### src/design/lif_pkg.sv
// ----------------------------------------------------------------------------
// LIF neuron package
// Shared widths, register indexes and hash constants for the leaky
// integrate-and-fire neuron update pipeline.
// ----------------------------------------------------------------------------
package lif_pkg;

  localparam int unsigned IDX_W    = 16;
  localparam int unsigned DATA_W   = 32;
  localparam int unsigned DECAY_W  = 17;
  localparam int unsigned NOISE_W  = 31;
  localparam int unsigned CFG_IDX_W = 3;

  // Neurons at or above this index do not exist and pass through unchanged.
  localparam int unsigned MAX_NEURONS = 65536;

  // Configuration register indexes.
  localparam logic [CFG_IDX_W-1:0] REG_DECAY  = 3'd0;
  localparam logic [CFG_IDX_W-1:0] REG_THRESH = 3'd1;
  localparam logic [CFG_IDX_W-1:0] REG_RESETV = 3'd2;
  localparam logic [CFG_IDX_W-1:0] REG_NOISE  = 3'd3;
  localparam logic [CFG_IDX_W-1:0] REG_SEED   = 3'd4;

  // Register reset values.
  localparam logic [DECAY_W-1:0] DECAY_RST  = 17'd65536;
  localparam logic [DATA_W-1:0]  THRESH_RST = 32'd65536;
  localparam logic [DATA_W-1:0]  RESETV_RST = 32'd0;
  localparam logic [NOISE_W-1:0] NOISE_RST  = 31'd0;
  localparam logic [DATA_W-1:0]  SEED_RST   = 32'd0;

  // Noise hash multipliers.
  localparam logic [DATA_W-1:0] HASH_STEP_MUL = 32'd2654435761;
  localparam logic [DATA_W-1:0] HASH_SEED_MUL = 32'd1664525;
  localparam logic [DATA_W-1:0] HASH_MIX_MUL  = 32'h045d9f3b;

endpackage

### src/design/lif_neuron_update.sv
// ----------------------------------------------------------------------------
// LIF neuron update
// Leaky integrate-and-fire membrane update with hashed uniform noise,
// threshold spike detection and saturation, in a four-stage pipeline.
// ----------------------------------------------------------------------------
// Usage:
//   The input channel (in_valid / in_ready) carries one neuron per transfer:
//   index, membrane voltage, synaptic current, stimulus and time step. The
//   output channel (out_valid / out_ready) returns one result per input in
//   the same order: the index, the new voltage and the spike flag.
//   A result is registered in every stage in turn before out_valid rises;
//   throughput is one neuron per cycle while the receiver takes results.
//   The stages are: product and seed hash, hash mix multiply with the decay
//   sum, noise multiply, then final add, compare and saturate into the
//   output register.
//   Each stage holds its own valid bit and advances when the stage after it
//   is empty or moving, so a stalled receiver fills the pipeline and then
//   drops in_ready; nothing is lost or repeated.
//   Reset empties the pipeline and loads the register defaults. The cfg_
//   port writes one register per cycle with cfg_we; the user must change
//   registers only while no neuron is in flight (not enforced by the block).
// ----------------------------------------------------------------------------
module lif_neuron_update (
  input  logic                                 clk,
  input  logic                                 rst_n,
  input  logic                                 cfg_we,
  input  logic [lif_pkg::CFG_IDX_W-1:0]        cfg_index,
  input  logic [lif_pkg::DATA_W-1:0]           cfg_data,
  input  logic                                 in_valid,
  output logic                                 in_ready,
  input  logic [lif_pkg::IDX_W-1:0]            in_neuron_index,
  input  logic signed [lif_pkg::DATA_W-1:0]    in_membrane_voltage,
  input  logic signed [lif_pkg::DATA_W-1:0]    in_synaptic_current,
  input  logic signed [lif_pkg::DATA_W-1:0]    in_stimulus_current,
  input  logic [lif_pkg::DATA_W-1:0]           in_time_step,
  output logic                                 out_valid,
  input  logic                                 out_ready,
  output logic [lif_pkg::IDX_W-1:0]            out_neuron_index,
  output logic signed [lif_pkg::DATA_W-1:0]    out_new_voltage,
  output logic                                 out_fired
);

  // Configuration registers.
  logic [lif_pkg::DECAY_W-1:0] decay_r;
  logic [lif_pkg::DATA_W-1:0]  thresh_r;
  logic [lif_pkg::DATA_W-1:0]  resetv_r;
  logic [lif_pkg::NOISE_W-1:0] noise_r;
  logic [lif_pkg::DATA_W-1:0]  seed_r;

  always_ff @(posedge clk) begin
    if (!rst_n) begin
      decay_r  <= lif_pkg::DECAY_RST;
      thresh_r <= lif_pkg::THRESH_RST;
      resetv_r <= lif_pkg::RESETV_RST;
      noise_r  <= lif_pkg::NOISE_RST;
      seed_r   <= lif_pkg::SEED_RST;
    end else if (cfg_we) begin
      unique case (cfg_index)
        lif_pkg::REG_DECAY:  decay_r  <= cfg_data[lif_pkg::DECAY_W-1:0];
        lif_pkg::REG_THRESH: thresh_r <= cfg_data;
        lif_pkg::REG_RESETV: resetv_r <= cfg_data;
        lif_pkg::REG_NOISE:  noise_r  <= cfg_data[lif_pkg::NOISE_W-1:0];
        lif_pkg::REG_SEED:   seed_r   <= cfg_data;
        default: ;
      endcase
    end
  end

  // Pipeline flow control.
  logic s1_vld_r, s2_vld_r, s3_vld_r, s4_vld_r;
  logic s1_rdy, s2_rdy, s3_rdy, s4_rdy;

  assign s4_rdy   = !s4_vld_r || out_ready;
  assign s3_rdy   = !s3_vld_r || s4_rdy;
  assign s2_rdy   = !s2_vld_r || s3_rdy;
  assign s1_rdy   = !s1_vld_r || s2_rdy;
  assign in_ready = s1_rdy;

  always_ff @(posedge clk) begin
    if (!rst_n) begin
      s1_vld_r <= 1'b0;
      s2_vld_r <= 1'b0;
      s3_vld_r <= 1'b0;
      s4_vld_r <= 1'b0;
    end else begin
      if (s1_rdy) s1_vld_r <= in_valid;
      if (s2_rdy) s2_vld_r <= s1_vld_r;
      if (s3_rdy) s3_vld_r <= s2_vld_r;
      if (s4_rdy) s4_vld_r <= s3_vld_r;
    end
  end

  // Stage 1: decay product, current sum and first hash round.
  logic [lif_pkg::IDX_W-1:0]         s1_idx_r;
  logic signed [lif_pkg::DATA_W-1:0] s1_volt_r;
  logic                              s1_live_r;
  logic signed [49:0]                s1_dprod_r;
  logic signed [32:0]                s1_cs_r;
  logic [lif_pkg::DATA_W-1:0]        s1_hash_r;

  logic [lif_pkg::DATA_W-1:0] step_mix, seed_mix, hash_x;
  logic signed [49:0]         dprod_nxt;
  logic signed [32:0]         cs_nxt;
  logic                       live_nxt;

  always_comb begin
    step_mix  = in_time_step * lif_pkg::HASH_STEP_MUL;
    seed_mix  = seed_r * lif_pkg::HASH_SEED_MUL;
    hash_x    = {{(lif_pkg::DATA_W-lif_pkg::IDX_W){1'b0}}, in_neuron_index}
                ^ step_mix ^ seed_mix;
    dprod_nxt = 50'(in_membrane_voltage) * 50'($signed({1'b0, decay_r}));
    cs_nxt    = {in_synaptic_current[31], in_synaptic_current}
                + {in_stimulus_current[31], in_stimulus_current};
    live_nxt  = {9'd0, in_neuron_index} < 25'(lif_pkg::MAX_NEURONS);
  end

  always_ff @(posedge clk) begin
    if (in_valid && s1_rdy) begin
      s1_idx_r   <= in_neuron_index;
      s1_volt_r  <= in_membrane_voltage;
      s1_live_r  <= live_nxt;
      s1_dprod_r <= dprod_nxt;
      s1_cs_r    <= cs_nxt;
      s1_hash_r  <= hash_x ^ (hash_x >> 16);
    end
  end

  // Stage 2: hash mix multiply; decayed voltage plus currents.
  logic [lif_pkg::IDX_W-1:0]         s2_idx_r;
  logic signed [lif_pkg::DATA_W-1:0] s2_volt_r;
  logic                              s2_live_r;
  logic signed [35:0]                s2_sum_r;
  logic [lif_pkg::DATA_W-1:0]        s2_hash_r;

  logic signed [33:0] dec_val;

  assign dec_val = s1_dprod_r[49:16];

  always_ff @(posedge clk) begin
    if (s1_vld_r && s2_rdy) begin
      s2_idx_r  <= s1_idx_r;
      s2_volt_r <= s1_volt_r;
      s2_live_r <= s1_live_r;
      s2_sum_r  <= {{2{dec_val[33]}}, dec_val} + {{3{s1_cs_r[32]}}, s1_cs_r};
      s2_hash_r <= s1_hash_r * lif_pkg::HASH_MIX_MUL;
    end
  end

  // Stage 3: noise product. The 16-bit hash minus 32768 is the top bit
  // inverted, read as signed.
  logic [lif_pkg::IDX_W-1:0]         s3_idx_r;
  logic signed [lif_pkg::DATA_W-1:0] s3_volt_r;
  logic                              s3_live_r;
  logic signed [35:0]                s3_sum_r;
  logic signed [47:0]                s3_nprod_r;

  logic [lif_pkg::DATA_W-1:0] hash_fin;
  logic signed [15:0]         rnd;

  always_comb begin
    hash_fin = s2_hash_r ^ (s2_hash_r >> 16);
    rnd      = $signed({~hash_fin[15], hash_fin[14:0]});
  end

  always_ff @(posedge clk) begin
    if (s2_vld_r && s3_rdy) begin
      s3_idx_r   <= s2_idx_r;
      s3_volt_r  <= s2_volt_r;
      s3_live_r  <= s2_live_r;
      s3_sum_r   <= s2_sum_r;
      s3_nprod_r <= 48'($signed({1'b0, noise_r})) * 48'(rnd);
    end
  end

  // Stage 4: add noise, compare against threshold, saturate.
  logic signed [32:0] nz_val;
  logic signed [35:0] next_val;
  logic signed [35:0] thresh_ext;
  logic               fire_nxt;
  logic signed [lif_pkg::DATA_W-1:0] volt_nxt;

  always_comb begin
    nz_val     = s3_nprod_r[47:15];
    next_val   = s3_sum_r + {{3{nz_val[32]}}, nz_val};
    thresh_ext = {{4{thresh_r[31]}}, thresh_r};
    fire_nxt   = s3_live_r && (next_val >= thresh_ext);
    if (!s3_live_r) begin
      volt_nxt = s3_volt_r;
    end else if (fire_nxt) begin
      volt_nxt = resetv_r;
    end else if (next_val[35:31] == 5'b00000 || next_val[35:31] == 5'b11111) begin
      volt_nxt = next_val[31:0];
    end else if (next_val[35]) begin
      volt_nxt = {1'b1, {(lif_pkg::DATA_W-1){1'b0}}};
    end else begin
      volt_nxt = {1'b0, {(lif_pkg::DATA_W-1){1'b1}}};
    end
  end

  logic [lif_pkg::IDX_W-1:0]         s4_idx_r;
  logic signed [lif_pkg::DATA_W-1:0] s4_volt_r;
  logic                              s4_fired_r;

  always_ff @(posedge clk) begin
    if (s3_vld_r && s4_rdy) begin
      s4_idx_r   <= s3_idx_r;
      s4_volt_r  <= volt_nxt;
      s4_fired_r <= fire_nxt;
    end
  end

  assign out_valid        = s4_vld_r;
  assign out_neuron_index = s4_idx_r;
  assign out_new_voltage  = s4_volt_r;
  assign out_fired        = s4_fired_r;

endmodule

### config.mk
export PLATFORM = sky130hd
export DESIGN_NAME = lif_neuron_update
export DESIGN_NICKNAME = d
export VERILOG_FILES = /design/src/design/lif_pkg.sv /design/src/design/lif_neuron_update.sv
export SDC_FILE = /design/constraint.sdc
export NUM_CORES = 2
export LEC_CHECK = 0
export ABC_AREA = 1
export CELL_PAD_IN_SITES_DETAIL_PLACEMENT = 2
export CELL_PAD_IN_SITES_GLOBAL_PLACEMENT = 2
export CORE_ASPECT_RATIO = 0.6
export CORE_MARGIN = 2
export CORE_UTILIZATION = 38
export CTS_CLUSTER_DIAMETER = 120
export DETAILED_ROUTE_END_ITERATION = 16
export DONT_BUFFER_PORTS = 1
export PLACE_DENSITY = 0.88
export SYNTH_ARGS = -nofsm -noshare
export SYNTH_HDL_FRONTEND = slang
export SYNTH_SLANG_ARGS = --single-unit
### constraint.sdc
create_clock -name clk -period 6.1 [get_ports clk]
set_clock_uncertainty 0.1 [all_clocks]
set_input_delay 0.305 -clock clk [delete_from_list [all_inputs] [get_ports clk]]
set_output_delay 0.305 -clock clk [all_outputs]
set_load 0.005 [all_outputs]
==> flow_metrics.tcl, run 1 <==
set metrics [dict create \
    outcome "stopped before the end" \
    stop_stage "5_1_grt" \
    first-error "[ERROR GRT-0232] Routing congestion too high. Check the congestion heatmap in the GUI." \
    synth.most_common_cell "inv_1" \
    antenna_found_initial 141 \
    cts_max_level 2 \
    synth_top_area_frac 0.3537 \
    synth.distinct_cells 56 \
    async_reset_ff_frac 0 \
    ys_seq_elements 479 \
    cts_root_buffer "clkbuf_16" \
    syn_avg_cell_area_um2 8.625 \
    ys_seq_area_frac 0.1539 \
    worst_endpoint "s3_nprod_r[44]$_DFFE_PP_/D" \
    cts_buffers 60 \
    cts_buffer_depth 3 \
    dp_hpwl_mm 353.5 \
    synth_ff_type "edfxtp_1" \
    yosys-top-cells-area "fa_1 35%, ha_1 14%, inv_1 12%, edfxtp_1 12%, nand2_1 7.6%" \
    syn_area_um2 83820 \
    synth-edff-count 331 \
    yosysTopAreaCell "fa_1" \
    cts_sinks 479 \
    grt.total_usage 0.7548 \
    rows 133 \
    die_w_um 610.3 \
    grt_max_degree 145 \
    overflow 166 \
    synth_common_cells "2706 x inv_1, 1689 x nand2_1, 1481 x fa_1, 914 x ha_1, 548 x nor2_1" \
    die_height_um 367.8 \
    yosys_warnings 0 \
    synth_fp_nets 12300 \
    worst-ep-kind "register input" \
    port-buffer-count 0 \
    gp_congestion 1.008 \
    initial_core_util 0.3825 \
    io_pins 235 \
    syn_inst 9719 \
]
==> metrics by stage <==
stage          instance area, um2  instances  worst slack, ns  hold WS, ns    util
4_1_cts                    104300      13670          -0.4663     0.003473  0.4761
3_5_place_dp                94010      13250           -1.011       0.3041  0.4290
3_3_place_gp                94010      13250          -0.6281       0.3007  0.4290
2_1_floorplan               83940       9719         -0.02805       0.3003       -
==> kinds of logic after synthesis <==
kind of cell,Yosys count,share of synthesized area
buffers and inverters,2974,0.1337
AO/OA/AOI/OAI,979,0.06396
AND/OR/NAND/NOR,2572,0.1245
adder cells (fa/ha/maj),2395,0.4901
XOR/XNOR,320,0.03376
flip-flops,479,0.1539
==> per-layer routing <==
metal	GRT overflow	GRT usage
met1	1	0.7364
met2	80	0.8897
met3	4	0.6580
met4	81	0.7420
met5	0	0.4374
==> repair_timing <==
item	CTS
pin swaps	489
setup endpoints to repair	106
resized for setup	1296
hold buffers	127
gates cloned	14
setup buffers	169
hold endpoints to repair	200
==> inputs of run 2 (changes only) <==
Settings changed: CELL_PAD_IN_SITES_DETAIL_PLACEMENT 2 to not set, CELL_PAD_IN_SITES_GLOBAL_PLACEMENT 2 to not set, CORE_ASPECT_RATIO 0.6 to not set, CORE_UTILIZATION 38 to 35, CTS_CLUSTER_DIAMETER 120 to not set, PLACE_DENSITY 0.88 to not set, PLACE_DENSITY_LB_ADDON set to 0.15.
Clock period 6.1 ns to 7.9 ns, I/O delays scaled along.
==> run 2 against run 1 <==
  * Synthesized cell count did not move
  * Area after synthesis did not move
  * The run now ends clean
==> flow_metrics.tcl, run 2 <==
set metrics [dict create \
    critPathLaunch "s2_hash_r[4]" \
    period_minus_slack_ns 7.358 \
    slew_violations 0 \
    synth_fp_nets 12300 \
    vias 62180 \
    nets 12260 \
    final_cell_area_um2 90150 \
    tightest_slew_ns 1.197 \
    yosysTopAreaCell "fa_1" \
    drc 0 \
    r2r_end "s3_nprod_r[42]" \
    cts_buffer_depth 3 \
    synth-edff-count 331 \
    overflow 0 \
    min_path_type "in -> reg" \
    first_iter_violations 3773 \
    dp_hpwl_mm 231.1 \
    totalWireLength_mm 272.9 \
    die_w_um 493.4 \
    hold_path_end "seed_r[1]" \
    cp_max_fo 18 \
    clkTransAtPathRegs_ns 0.06 \
    cts_buffers 58 \
    gp_congestion 0.9458 \
    grt_first_pass_wirelength_mm 421.5 \
    dpl-instance-area_um2 87450 \
    post_drt_wl_per_cell_um 21.15 \
    async_reset_ff_frac 0 \
    cts_tree "yes" \
    dp_cells 12720 \
    max_stage_delay_ns 0.70 \
    die_area_um2 243400 \
    hp-start "rst_n" \
    hold_violations 0 \
    rows 179 \
    grt_max_degree 145 \
    fin_setup_tns_ns 0 \
    yosys_warnings 0 \
    maxCapViolCount 0 \
    final_layout_size_suffix_gt1_frac 0.02744 \
    path_class "reg -> reg" \
    end_kind "flop" \
    min_path_cells 3 \
    layout_commonest_cell "inv_1" \
    met1_length_mm 121.1 \
    initial_core_util 0.3521 \
    port-buffer-count 0 \
    yosys-top-cells-area "fa_1 35%, ha_1 14%, inv_1 12%, edfxtp_1 12%, nand2_1 7.6%" \
    synth_top_area_frac 0.3537 \
    r2r_setup_slack_ns 0.54 \
    grt_pass1_vias 67820 \
    fin_crit_sh 0.9313 \
    syn_inst 9719 \
    dr_wl_met3_mm 11.59 \
    cts_sinks 479 \
    syn_area_um2 83820 \
    ys_seq_area_frac 0.1539 \
    ys_seq_elements 479 \
    met2_length_mm 130.5 \
    core_um2 238100 \
    finalSetupViolations 0 \
    r2r_cells 24 \
    grt.total_usage 0.2284 \
    vias_per_cell 4.819 \
    synth.most_common_cell "inv_1" \
    cts_max_level 2 \
    clkLatencyLatePin_ns 0.72 \
    cts_root_buffer "clkbuf_16" \
    top_layer_used "met5" \
    final_cell_mix "2704 x inv_1, 1689 x nand2_1, 1481 x fa_1" \
    outcome "complete, no violations" \
    start_kind "flop" \
    crit_buf_inv 8 \
    synth_ff_type "edfxtp_1" \
    ant_nets 0 \
    synth_common_cells "2706 x inv_1, 1689 x nand2_1, 1481 x fa_1, 914 x ha_1, 548 x nor2_1" \
    timing.rr.start "s2_hash_r[4]" \
    cpMostUsedCell "inv_1" \
    io_pins 235 \
    cp_top_family "adder cells" \
    required_ns 8.25 \
    worstPathCellList "nand2_1, nand2_1, inv_1, buf_4, nand2_1, fa_1, inv_1, fa_1, inv_1, fa_1, inv_1, fa_1, fa_1, inv_1, fa_1, inv_1, ha_1, a21oi_1, inv_1, a31oi_1, o21ai_0, a221oi_1, nand2_1, xor2_1" \
    antenna_found_initial 28 \
    dr.pass1.iters 6 \
    rsz0062_at_grt "no" \
    maxSlewHeadroom 0.2003 \
    area_delta_synth_final_pct 7.550 \
    top_regs "s2_sum_r x35, s3_sum_r x35, s1_dprod_r x34" \
    fin_cells 12900 \
    die_height_um 493.4 \
    critPathSlowestCell "inv_1" \
    cp.arrival_ns 7.71 \
    syn_avg_cell_area_um2 8.625 \
    fmax_mhz 135.9 \
    synth.distinct_cells 56 \
]
[run 2: cell counts after synthesis]
Identical to the previous run, type by type.
[run 2: tightest hold or removal path, cell delays in order]
cell and delay [ns]:
buf_16 0.18, o21ai_0 0.13, nor2_1 0.05
[run 2: cell type report]
type,count,area [um2]
tap,3167,3963
clock inverter,33,316.6
clock buffer,77,1668
timing repair buffer,146,1284
fill,24620,147900
inverter,2728,10240
antenna,7,17.52
multi-input combinational,6266,59760
sequential,479,12900
[run 2: worst max-delay path by stage]
| stage | to | slack, ns | cells after the start |
|---|---|---|---|
| 3_5_place_dp | s3_nprod_r[42] | 0.66 | 24 |
| 4_1_cts | s3_nprod_r[47] | 0.60 | 28 |
| 2_1_floorplan | s1_hash_r[13] | 1.50 | 30 |
| 3_3_place_gp | s3_nprod_r[42] | 0.71 | 24 |
| 6_report | s3_nprod_r[42] | 0.54 | 24 |
| 5_1_grt | s3_nprod_r[39] | 0.20 | 28 |
[run 2: cell families (layout without fill, tap and decap cells)]
family,Yosys count,count (layout),synth area share
xor gates and xnor gates,320,320,0.03376
other,0,7,0
and+or+nand+nor,2572,2572,0.1245
adders and majority gates,2395,2395,0.4901
buffers and inverters,2974,2984,0.1337
DFF,479,479,0.1539
AOI/OAI and AO/OA,979,979,0.06396
[run 2: what timing repair did]
action	in CTS	in global routing
endpoints found under the setup margin	0	0
buffers inserted	0	0
gates resized for setup	0	0
endpoints found under the hold margin	174	0
hold buffers	68	0
[run 2: per-stage QoR]
stage	worst slack, ns	util	hold WS, ns
3_3_place_gp	0.7116	0.3673	0.3003
3_5_place_dp	0.6584	0.3673	0.3045
6_report	0.5424	0.3787	0.002400
2_1_floorplan	1.499	-	0.3003
4_1_cts	0.6006	0.3786	0.002613
5_1_grt	0.2043	0.3786	0.04249
[run 2: routing by layer]
metal,track usage,vias up
li1,-,29000
met1,0.3049,31450
met2,0.3904,1407
met3,0.02279,325
met4,0.06871,4
met5,0,-
Power of run 2 is left out: the tool's default activity adds up to more than one toggle a clock period on the data nets, which glitch-free logic cannot reach.
